[config.mk]
export PLATFORM = sky130hd
export DESIGN_NAME = string_compare_match
export DESIGN_NICKNAME = d
export VERILOG_FILES = /design/src/sv/scm_pkg.sv /design/src/sv/scm_regs.sv /design/src/sv/scm_core.sv /design/src/sv/string_compare_match.sv
export SDC_FILE = /design/constraint.sdc
export NUM_CORES = 1
export LEC_CHECK = 0
export ABC_AREA = 1
export BUFFER_PORTS_ARGS = -buffer_cell sky130_fd_sc_hd__buf_2
export CAP_MARGIN = 20
export CORE_UTILIZATION = 40
export CTS_BUF_LIST = sky130_fd_sc_hd__clkbuf_2
export CTS_CLUSTER_DIAMETER = 150
export DETAILED_ROUTE_END_ITERATION = 8
export HOLD_SLACK_MARGIN = 0.02
export SYNTH_ARGS = -nofsm -noshare
export SYNTH_HDL_FRONTEND = slang
export SYNTH_SLANG_ARGS = --single-unit
export TNS_END_PERCENT = 30
[constraint.sdc]
create_clock -name clk -period 6.4 [get_ports clk]
set_input_delay 0 -clock clk [delete_from_list [all_inputs] [get_ports clk]]
set_output_delay 0 -clock clk [all_outputs]
set_load 0.01 [all_outputs]
[src/sv/scm_pkg.sv]
// ----------------------------------------------------------------------------
// scm_pkg
// Shared types, register map and helpers for the string compare block.
// ----------------------------------------------------------------------------
`default_nettype none

package scm_pkg;

  localparam int BYTE_W    = 8;
  localparam int PAT_BYTES = 16;
  localparam int PAT_W     = PAT_BYTES * BYTE_W;
  localparam int LEN_W     = 5;
  localparam int POS_W     = 5;
  localparam int MODE_W    = 2;
  localparam int DATA_W    = 64;
  localparam int ADDR_W    = 5;

  localparam logic [POS_W-1:0] POS_MAX = 5'd31;

  // mode bits
  localparam int MODE_INVERT_BIT   = 0;
  localparam int MODE_CONTAINS_BIT = 1;

  typedef enum logic [1:0] {
    REG_MODE         = 2'd0,
    REG_PATTERN_LEN  = 2'd1,
    REG_PATTERN_LOW  = 2'd2,
    REG_PATTERN_HIGH = 2'd3
  } reg_idx_t;

  typedef struct packed {
    logic [MODE_W-1:0] mode;
    logic [LEN_W-1:0]  pattern_len;
    logic [PAT_W-1:0]  pattern;
  } cfg_t;

  typedef struct packed {
    logic [BYTE_W-1:0] char_byte;
    logic              is_last;
    logic              is_empty;
  } item_t;

  function automatic logic [BYTE_W-1:0] pat_byte(input logic [PAT_W-1:0] pat,
                                                 input logic [3:0] k);
    pat_byte = pat[{k, 3'b000} +: BYTE_W];
  endfunction

endpackage

`default_nettype wire

[src/sv/scm_regs.sv]
// ----------------------------------------------------------------------------
// scm_regs
// Configuration register file on an APB-style port with a 64-bit data bus.
// ----------------------------------------------------------------------------
`default_nettype none

module scm_regs
  import scm_pkg::*;
(
  input  wire logic              clk,
  input  wire logic              rst_n,
  input  wire logic              psel,
  input  wire logic              penable,
  input  wire logic              pwrite,
  input  wire logic [ADDR_W-1:0] paddr,
  input  wire logic [DATA_W-1:0] pwdata,
  output logic      [DATA_W-1:0] prdata,
  output logic                   pready,
  output cfg_t                   cfg
);

  logic [MODE_W-1:0] mode_r;
  logic [LEN_W-1:0]  len_r;
  logic [DATA_W-1:0] pat_lo_r;
  logic [DATA_W-1:0] pat_hi_r;
  reg_idx_t          idx;
  logic              wr_en;

  assign pready = 1'b1;
  assign idx    = reg_idx_t'(paddr[ADDR_W-1:3]);
  assign wr_en  = psel & penable & pwrite & pready;

  always_ff @(posedge clk) begin
    if (!rst_n) begin
      mode_r   <= '0;
      len_r    <= '0;
      pat_lo_r <= '0;
      pat_hi_r <= '0;
    end else if (wr_en) begin
      case (idx)
        REG_MODE:         mode_r   <= pwdata[MODE_W-1:0];
        REG_PATTERN_LEN:  len_r    <= pwdata[LEN_W-1:0];
        REG_PATTERN_LOW:  pat_lo_r <= pwdata;
        REG_PATTERN_HIGH: pat_hi_r <= pwdata;
        default: begin
        end
      endcase
    end
  end

  always_comb begin
    case (idx)
      REG_MODE:         prdata = {{(DATA_W-MODE_W){1'b0}}, mode_r};
      REG_PATTERN_LEN:  prdata = {{(DATA_W-LEN_W){1'b0}}, len_r};
      REG_PATTERN_LOW:  prdata = pat_lo_r;
      REG_PATTERN_HIGH: prdata = pat_hi_r;
      default:          prdata = '0;
    endcase
  end

  assign cfg.mode        = mode_r;
  assign cfg.pattern_len = len_r;
  assign cfg.pattern     = {pat_hi_r, pat_lo_r};

endmodule

`default_nettype wire

[src/sv/scm_core.sv]
// ----------------------------------------------------------------------------
// scm_core
// Per-string compare state, window compare and result register.
// ----------------------------------------------------------------------------
`default_nettype none

module scm_core
  import scm_pkg::*;
#(
  parameter int MAX_PATTERN = 16
) (
  input  wire logic  clk,
  input  wire logic  rst_n,
  input  wire cfg_t  cfg,
  input  wire logic  s1_valid,
  input  wire item_t s1_item,
  output logic       take,
  output logic       out_valid,
  input  wire logic  out_ready,
  output logic       out_match
);

  localparam logic [LEN_W-1:0] MAX_LEN  = LEN_W'(MAX_PATTERN);
  localparam logic [LEN_W:0]   WIN_SIZE = (LEN_W + 1)'(MAX_PATTERN);

  logic [BYTE_W-1:0] window_r [MAX_PATTERN];
  logic [BYTE_W-1:0] win_new  [MAX_PATTERN];
  logic [POS_W-1:0]  pos_r, pos_nxt, pos_take;
  logic              eq_r, eq_nxt, eq_take;
  logic              found_r, found_nxt, found_take;
  logic              out_valid_r, out_valid_nxt;
  logic              out_match_r, out_match_nxt;
  logic [LEN_W-1:0]  len;
  logic              hit;
  logic              res;
  logic [LEN_W:0]    sum;
  logic [LEN_W:0]    k;

  // lengths beyond the window are clipped to it
  assign len  = (cfg.pattern_len > MAX_LEN) ? MAX_LEN : cfg.pattern_len;
  // a non-last item never waits on the result register
  assign take = s1_valid & (~s1_item.is_last | ~out_valid_r | out_ready);

  always_comb begin
    for (int j = 0; j < MAX_PATTERN - 1; j++) begin
      win_new[j] = window_r[j+1];
    end
    win_new[MAX_PATTERN-1] = s1_item.char_byte;
  end

  // pattern aligned to the newest end of the window
  always_comb begin
    hit = 1'b1;
    sum = '0;
    k   = '0;
    for (int j = 0; j < MAX_PATTERN; j++) begin
      sum = (LEN_W + 1)'(j) + {1'b0, len};
      k   = sum - WIN_SIZE;
      if (sum >= WIN_SIZE && win_new[j] != pat_byte(cfg.pattern, k[3:0])) begin
        hit = 1'b0;
      end
    end
  end

  always_comb begin
    pos_take   = (pos_r == POS_MAX) ? pos_r : pos_r + 1'b1;
    eq_take    = eq_r && (pos_r < len) &&
                 (s1_item.char_byte == pat_byte(cfg.pattern, pos_r[3:0]));
    found_take = found_r || ((pos_take >= len) && hit);

    if (s1_item.is_empty) begin
      pos_nxt   = pos_r;
      eq_nxt    = eq_r;
      found_nxt = found_r;
    end else begin
      pos_nxt   = pos_take;
      eq_nxt    = eq_take;
      found_nxt = found_take;
    end

    if (cfg.mode[MODE_CONTAINS_BIT]) begin
      res = (len == '0) || found_nxt;
    end else begin
      res = (eq_nxt && (pos_nxt == len)) ^ cfg.mode[MODE_INVERT_BIT];
    end

    out_valid_nxt = out_valid_r & ~out_ready;
    out_match_nxt = out_match_r;
    if (take && s1_item.is_last) begin
      out_valid_nxt = 1'b1;
      out_match_nxt = res;
    end
  end

  always_ff @(posedge clk) begin
    if (!rst_n) begin
      pos_r       <= '0;
      eq_r        <= 1'b1;
      found_r     <= 1'b0;
      out_valid_r <= 1'b0;
    end else begin
      out_valid_r <= out_valid_nxt;
      if (take) begin
        if (s1_item.is_last) begin
          pos_r   <= '0;
          eq_r    <= 1'b1;
          found_r <= 1'b0;
        end else begin
          pos_r   <= pos_nxt;
          eq_r    <= eq_nxt;
          found_r <= found_nxt;
        end
      end
    end
  end

  // window contents are only read once position covers them
  always_ff @(posedge clk) begin
    if (take && !s1_item.is_empty) begin
      for (int j = 0; j < MAX_PATTERN; j++) begin
        window_r[j] <= win_new[j];
      end
    end
    out_match_r <= out_match_nxt;
  end

  assign out_valid = out_valid_r;
  assign out_match = out_match_r;

endmodule

`default_nettype wire

[src/sv/string_compare_match.sv]
// string_compare_match: streamed byte string vs. configured pattern
// result path: the last byte is captured in the input register when accepted,
//   then its compare result is written to the result register with out_valid
// throughput: one byte per cycle, set by the combinational window compare;
//   a last byte waits only while an earlier result is held by out_ready low
// reset: synchronous active-low rst_n clears valid flags, config registers and string state
// ----------------------------------------------------------------------------
// string_compare_match
// Equals / not-equals / contains compare of a byte stream with a pattern.
// ----------------------------------------------------------------------------
`default_nettype none

module string_compare_match
  import scm_pkg::*;
#(
  parameter int MAX_PATTERN = 16
) (
  input  wire logic              clk,
  input  wire logic              rst_n,
  input  wire logic              in_valid,
  output logic                   in_ready,
  input  wire logic [BYTE_W-1:0] in_char_byte,
  input  wire logic              in_is_last,
  input  wire logic              in_is_empty,
  output logic                   out_valid,
  input  wire logic              out_ready,
  output logic                   out_match,
  input  wire logic              psel,
  input  wire logic              penable,
  input  wire logic              pwrite,
  input  wire logic [ADDR_W-1:0] paddr,
  input  wire logic [DATA_W-1:0] pwdata,
  output logic      [DATA_W-1:0] prdata,
  output logic                   pready
);

  cfg_t  cfg;
  item_t s1_item_r;
  logic  s1_valid_r;
  logic  take;

  scm_regs u_regs (
    .clk     (clk),
    .rst_n   (rst_n),
    .psel    (psel),
    .penable (penable),
    .pwrite  (pwrite),
    .paddr   (paddr),
    .pwdata  (pwdata),
    .prdata  (prdata),
    .pready  (pready),
    .cfg     (cfg)
  );

  // input register: refills in the same cycle the core takes its item
  assign in_ready = ~s1_valid_r | take;

  always_ff @(posedge clk) begin
    if (!rst_n) begin
      s1_valid_r <= 1'b0;
    end else if (in_ready) begin
      s1_valid_r <= in_valid;
    end
  end

  always_ff @(posedge clk) begin
    if (in_valid && in_ready) begin
      s1_item_r.char_byte <= in_char_byte;
      s1_item_r.is_last   <= in_is_last;
      s1_item_r.is_empty  <= in_is_empty;
    end
  end

  scm_core #(
    .MAX_PATTERN (MAX_PATTERN)
  ) u_core (
    .clk       (clk),
    .rst_n     (rst_n),
    .cfg       (cfg),
    .s1_valid  (s1_valid_r),
    .s1_item   (s1_item_r),
    .take      (take),
    .out_valid (out_valid),
    .out_ready (out_ready),
    .out_match (out_match)
  );

`ifndef SYNTHESIS
  a_take_needs_item: assert property (@(posedge clk) disable iff (!rst_n)
    take |-> s1_valid_r)
    else $error("core took an item from an empty input register");

  a_last_gives_result: assert property (@(posedge clk) disable iff (!rst_n)
    (take && s1_item_r.is_last) |=> out_valid)
    else $error("last byte did not produce a result");

  a_held_item_stable: assert property (@(posedge clk) disable iff (!rst_n)
    (s1_valid_r && !take) |=> (s1_valid_r && $stable(s1_item_r)))
    else $error("stalled request in input register changed");
`endif

endmodule

`default_nettype wire

# After elaboration in Yosys (flattened, before gate mapping)
# Memory sizes are Yosys's and may differ from the RTL's.
# Cells that the tools add are included.
# totals
regBits	155
ramBits	128
in_bits	86
output_inout_bits	68
mem_count	1
# op_classes
n_addsub	32
n_lt_le_gt_ge	19
eq_ne	22
n_shift	17
n_mux	29
bitwise	12
n_reduce_logical	32
# mem_list
memory	depth	word_bits	read_ports	rd_clocked_by_memory_dff	write_ports	line_no	rtl
u_core.window_r	16	8	15	0	16	scm_core.sv:26	logic [BYTE_W-1:0] window_r [MAX_PATTERN];
# ops
operator	n
$shiftx A128 B8 Y8	17
$pmux W64 S4	1
$ne A8 B8 Y1	16
$ge A6 B5 Y1 const B	15
$sub A4 B1 Y4 const B	16
$add A4 B5 Y6 const A	8
$add A3 B5 Y6 const A	4
$mux W1	24
$logic_and A1 B1 Y1	23
$mux W5	4
$add A2 B5 Y6 const A	2
$eq A8 B8 Y1	1
$reduce_and A2 Y1	4
$add A1 B5 Y6 const A	1
$add A5 B1 Y5 const B	1
$eq A5 B5 Y1	1
$eq A5 B5 Y1 const B	1
$ge A5 B5 Y1	1
$ge A5 B5 Y1 const B	1
$gt A5 B5 Y1 const B	1
$logic_not A5 Y1	1
$lt A5 B5 Y1	1
$and A1 B1 Y1	4
$eq A2 B2 Y1 const B	2
7 further kinds	13

# Depth between registers and ports, before layout
# logic_depth
depth_word	27
ltp_mapped	29
mapped_depth_nobuf	27

# Hierarchy
# A second synthesis with hierarchy kept.
# hier_totals
cells_unflattened	3456
hier_area_um2	21737.1
# modules_own_cells
module	n_inst	cells_per_inst	area_each_um2
scm_core	1	2530	15083.2
scm_regs	1	909	6302.3
string_compare_match	1	17	351.6

# Least setup slack after synthesis
# No wires, ideal clock.
# synth_path
kind	flip-flop to flip-flop
start	register s1_item_r[1] (netlist name)
end	memory u_core.window_r[1][2], in the netlist u_core.window_r[0][10] (enable)
setup_time_ps	601
arrival_ps	5764
required_ps	5799
setup_slack_ps	36
stages_incl_launch_ff	4
cell_sequence	edfxtp_1 a21oi_1 inv_1 nor2_1
# synth_lines
item	line_no	rtl
start, declared	string_compare_match.sv:38	item_t s1_item_r;
end, declared	scm_core.sv:26	

# Worst setup path after layout
# layout_path
start	register u_regs.len_r[4]
end	register u_core.out_match_r, in the netlist u_core.out_match (data pin)
# layout_via
elab_chain_len	27
word_cells_on_any_way	127
# layout_rtl
item	line_no	rtl
start, declared	scm_regs.sv:23	logic [LEN_W-1:0] len_r;
start signal, assigned	scm_regs.sv:42	REG_PATTERN_LEN: len_r <= pwdata[LEN_W-1:0];
$gt A5 B5 Y1	scm_core.sv:40	assign len = (cfg.pattern_len > MAX_LEN) ? MAX_LEN : cfg.pattern_len;
$mux W5 *	scm_core.sv:40	
$add A1 B5 Y6 / $sub A4 B1 Y4 (equally long branches)	scm_core.sv:57, scm_core.sv:58	
$sub A4 B1 Y4 / $shiftx A128 B8 Y8 (equally long branches)	scm_core.sv:58, scm_pkg.sv:45	
$shiftx A128 B8 Y8 / $ne A8 B8 Y1 (equally long branches)	scm_pkg.sv:45, scm_core.sv:59	
$ne A8 B8 Y1 / $logic_and A1 B1 Y1 (equally long branches)	scm_core.sv:59	if (sum >= WIN_SIZE && win_new[j] != pat_byte(cfg.pattern, k[3:0])) begin
$logic_and A1 B1 Y1 / $mux W1 (equally long branches)	scm_core.sv:59	
$mux W1 (15 in a row)	scm_core.sv:59	
$logic_and A1 B1 Y1	scm_core.sv:69	found_take = found_r || ((pos_take >= len) && hit);
$logic_or A1 B1 Y1	scm_core.sv:69	
$mux W1	scm_core.sv:71	if (s1_item.is_empty) begin
$logic_or A1 B1 Y1	scm_core.sv:82	res = (len == '0) || found_nxt;
$mux W1 *	scm_core.sv:81	if (cfg.mode[MODE_CONTAINS_BIT]) begin
via u_core.res	scm_core.sv:35	logic res;
end signal, assigned	scm_core.sv:124	out_match_r <= out_match_nxt;
end, declared	scm_core.sv:32	logic out_match_r, out_match_nxt;
# Mark *: on every way through the listed nets, which the timed path passes. The rest lies on a longest branch.
# A chain may end at the register's enable or synchronous reset.

==> results_dict.tcl <==
set metrics [dict create \
    status "finished clean" \
    grt_pass1_vias 23600 \
    post-place-cells 3939 \
    fin_crit_sh_pct 68.5 \
    max_freq_mhz 228 \
    cts.reportedPaths.clkPinSlew_ns 0.10 \
    grt_max_degree 109 \
    num-nets-final 3631 \
    reg2reg_slack_ns 2.02 \
    initialDrtViolationCount 2723 \
    drt_pass1_iterations 9 \
    maxCapViolCount 0 \
    min_period_ns 4.38 \
    endpoint_kind "flop" \
    reg2reg_depth 19 \
    yosys_warnings 0 \
    start_kind "flop" \
    totalWireLength_um 106000 \
    ant_nets 0 \
    hold_viol 0 \
    grt-ovfl-total 0 \
    yosysTopAreaCellShare_pct 19.0 \
    synth_area_per_cell_um2 6.35 \
    grt_pass1_wl_um 153000 \
    dpl_worst_slack_ns 2.24 \
    cts_buffer_depth 3 \
    post_drt_wl_per_cell_um 24.8 \
    grt_usage_pct 39.9 \
    hpwl_um 79300 \
    crit_end "u_core.out_match" \
    synth_nets 3373 \
    area_growth_pct 17.4 \
    path_class "flop to flop" \
    worstPathMaxFanout 30 \
    die_h_um 230 \
    ys_seq_elements 275 \
    drive_gt1_share_pct 9.77 \
    cp_slowest_cell "nand2_2" \
    cp.arrival_ns 5.32 \
    setup_violations 0 \
    rsz0062_at_grt "no" \
    placeableCoreArea_mm2 0.0513 \
    power.total_mw 4.21 \
    synth_top_cell_by_area "edfxtp_1" \
    fp.dieW_um 230 \
    clock-root-buffer "clkbuf_2" \
    stdcell_area_mm2 0.0243 \
    portBuffers 149 \
    worst_slew_pin_slew_ns 0.965 \
    power_density_mw_per_mm2 173 \
    layoutNonFillerInstCount 4268 \
    path_cells "buf_4 > nor2_2 > buf_4 > nand2_1 > nand2_2 > nand3_1 > nand2_1 > o21ai_0 > xnor2_1 > nand2_1 > nor2_1 > nand2_1 > nand2_1 > nand2_1 > nor2_1 > nand2_1 > nand3_1 > nand2_1 > inv_1" \
    slew-limit-headroom_pct 35.0 \
    synth_area_leaders "edfxtp_1 (19%), nand2_1 (19%), nand3_1 (18%)" \
    fillers 5409 \
    drt-vias-per-instance 5.86 \
    vdd_ir_drop_max_v 0.000105 \
    yosysSeqAreaShare_pct 32.9 \
    antenna_found_initial 6 \
    critPathMaxStageDelay_ns 0.60 \
    hold_depth 3 \
    place_area_mm2 0.0218 \
    boundaryPins 154 \
    finalClockSkew_ns 0.0980 \
    clkSinkCount 275 \
    start_util_pct 40.4 \
    reg2reg_from "u_regs.len_r[4]" \
    crit_top_cell "nand2_1" \
    worst_slack_ns 2.02 \
    fin_hold_ws_ns 0.198 \
    maxSlewViolCount 0 \
    post_cts_resize_count 0 \
    drc 0 \
    post-cts-setup-buffer-count 0 \
    fin_util_pct 47.4 \
    p_leak_nw 10.8 \
    clock_latency_ns 1.14 \
    crit_start "u_regs.len_r[4]" \
    r2r_end "u_core.out_match" \
    fp-row-count 83 \
    dr_total_vias 25000 \
    synthCells 3267 \
    die_area_mm2 0.0527 \
    tns_ns 0 \
    holdCritPathClass "primary input to flop" \
    hold_buffers 185 \
    gp_congestion 1.02 \
    cts_tree "yes" \
    ctsHtreeMaxLevel 3 \
    synth_cell_types 41 \
    cp.required_ns 7.34 \
    mappedNetlistArea_mm2 0.0207 \
    cts_inserted_buffers 79 \
]
==> area by class of cell <==
type / instances / area (um^2) / area share (%)
diodes: 5 / 12.5 / 0.0514
clock buffers: 112 / 561 / 2.30
clock inverters: 27 / 156 / 0.643
inverters: 253 / 957 / 3.93
multi-input cells: 2539 / 12000 / 49.4
flip-flops and latches: 275 / 6820 / 28.0
well taps: 680 / 851 / 3.50
repair buffers: 377 / 2960 / 12.2
==> synth_stat cells <==
| cell | number |
|---|---|
| o31ai_1 | 1 |
| o211ai_1 | 8 |
| a21o_1 | 3 |
| nand2_2 | 12 |
| o311ai_0 | 1 |
| o22ai_1 | 61 |
| o21ai_1 | 30 |
| nor2_1 | 64 |
| clkbuf_1 | 86 |
| nand3_1 | 745 |
| a211oi_1 | 2 |
| nor2_4 | 1 |
| buf_4 | 27 |
| inv_1 | 242 |
| xor2_1 | 33 |
| inv_2 | 5 |
| nand2_1 | 1034 |
| nand2_4 | 6 |
| edfxtp_1 | 131 |
| nand4_1 | 27 |
| a21boi_0 | 1 |
| buf_1 | 31 |
| conb_1 | 1 |
| maj3_1 | 1 |
| nand3b_1 | 41 |
| nor4_1 | 1 |
| nor2_2 | 3 |
| o221ai_1 | 3 |
| inv_4 | 2 |
| nor3_1 | 1 |
| clkinv_1 | 4 |
| o21a_1 | 2 |
| o21ai_0 | 221 |
| a31oi_1 | 5 |
| ha_1 | 20 |
| a21oi_1 | 199 |
| o21ai_2 | 1 |
| buf_2 | 49 |
| xnor2_1 | 11 |
| buf_6 | 7 |
| dfxtp_1 | 144 |
==> critical path, delay by kind of cell (launching register included) <==
family | cells | cell delay [ns]
XOR/XNOR | 1 | 0.49
AND/OR/NAND/NOR | 14 | 2.44
flip-flops | 1 | 0.35
buffers and inverters | 3 | 0.73
AO/OA/AOI/OAI | 1 | 0.11
==> worst min path at each step <==
stage,start,to,slack (ns)
after floorplan,in_is_empty,s1_item_r[0],0.1
after global placement,in_char_byte[4],s1_item_r[6],0.18
after detailed placement,in_char_byte[1],s1_item_r[3],0.18
after CTS,in_char_byte[1],s1_item_r[3],0.10
after global routing,in_is_last,s1_item_r[1],0.15
final,in_is_last,s1_item_r[1],0.20
==> cells by family after synthesis <==
family	Yosys count	share of synthesized area, %
other	1	0.0181
AOI/OAI and AO/OA	538	13.7
adders and majority gates	21	1.26
xor gates and xnor gates	44	1.86
DFF	275	32.9
buffers and inverters	453	9.26
and+or+nand+nor	1935	41.0
==> state kept, by name (all words and copies together), names as in the netlist, 2 cells and up <==
register / count
u_core.pos_r: 5
u_core.window_r: 120
u_regs.mode_r: 2
u_regs.pat_hi_r: 64
u_regs.len_r: 5
u_regs.pat_lo_r: 64
s1_item_r: 10
==> layer usage <==
| metal | wire length [um] | track usage (%) |
|---|---|---|
| met1 | 40400 | 47.6 |
| met2 | 47500 | 63.8 |
| met3 | 9100 | 7.91 |
| met4 | 8950 | 29.5 |
| met5 | 13 | 0 |
==> power by group <==
group          leakage [nW]  switching [mW]  total, mW  internal (mW)
sequential             2.38          0.0548       1.94           1.88
clock                 0.545           0.846       1.40          0.550
combinational          7.91           0.579      0.874          0.295
total                  10.8            1.48       4.21           2.73
==> placed cells by master (no fill, tap or decap), types with 8 or more instances in the layout <==
master,instances
nand2_1,1032
nand3_1,745
inv_1,239
o21ai_0,221
a21oi_1,199
dlygate4sd3_1,185
buf_2,148
dfxtp_1,142
edfxtp_1,131
clkbuf_2,112
nor2_1,63
o22ai_1,61
nand3b_1,41
buf_4,41
xor2_1,33
o21ai_1,30
nand4_1,27
clkinv_1,24
ha_1,19
nand2_2,14
xnor2_1,11
inv_2,9
o211ai_1,8
No activity file was read; power rests on OpenSTA's default activity.
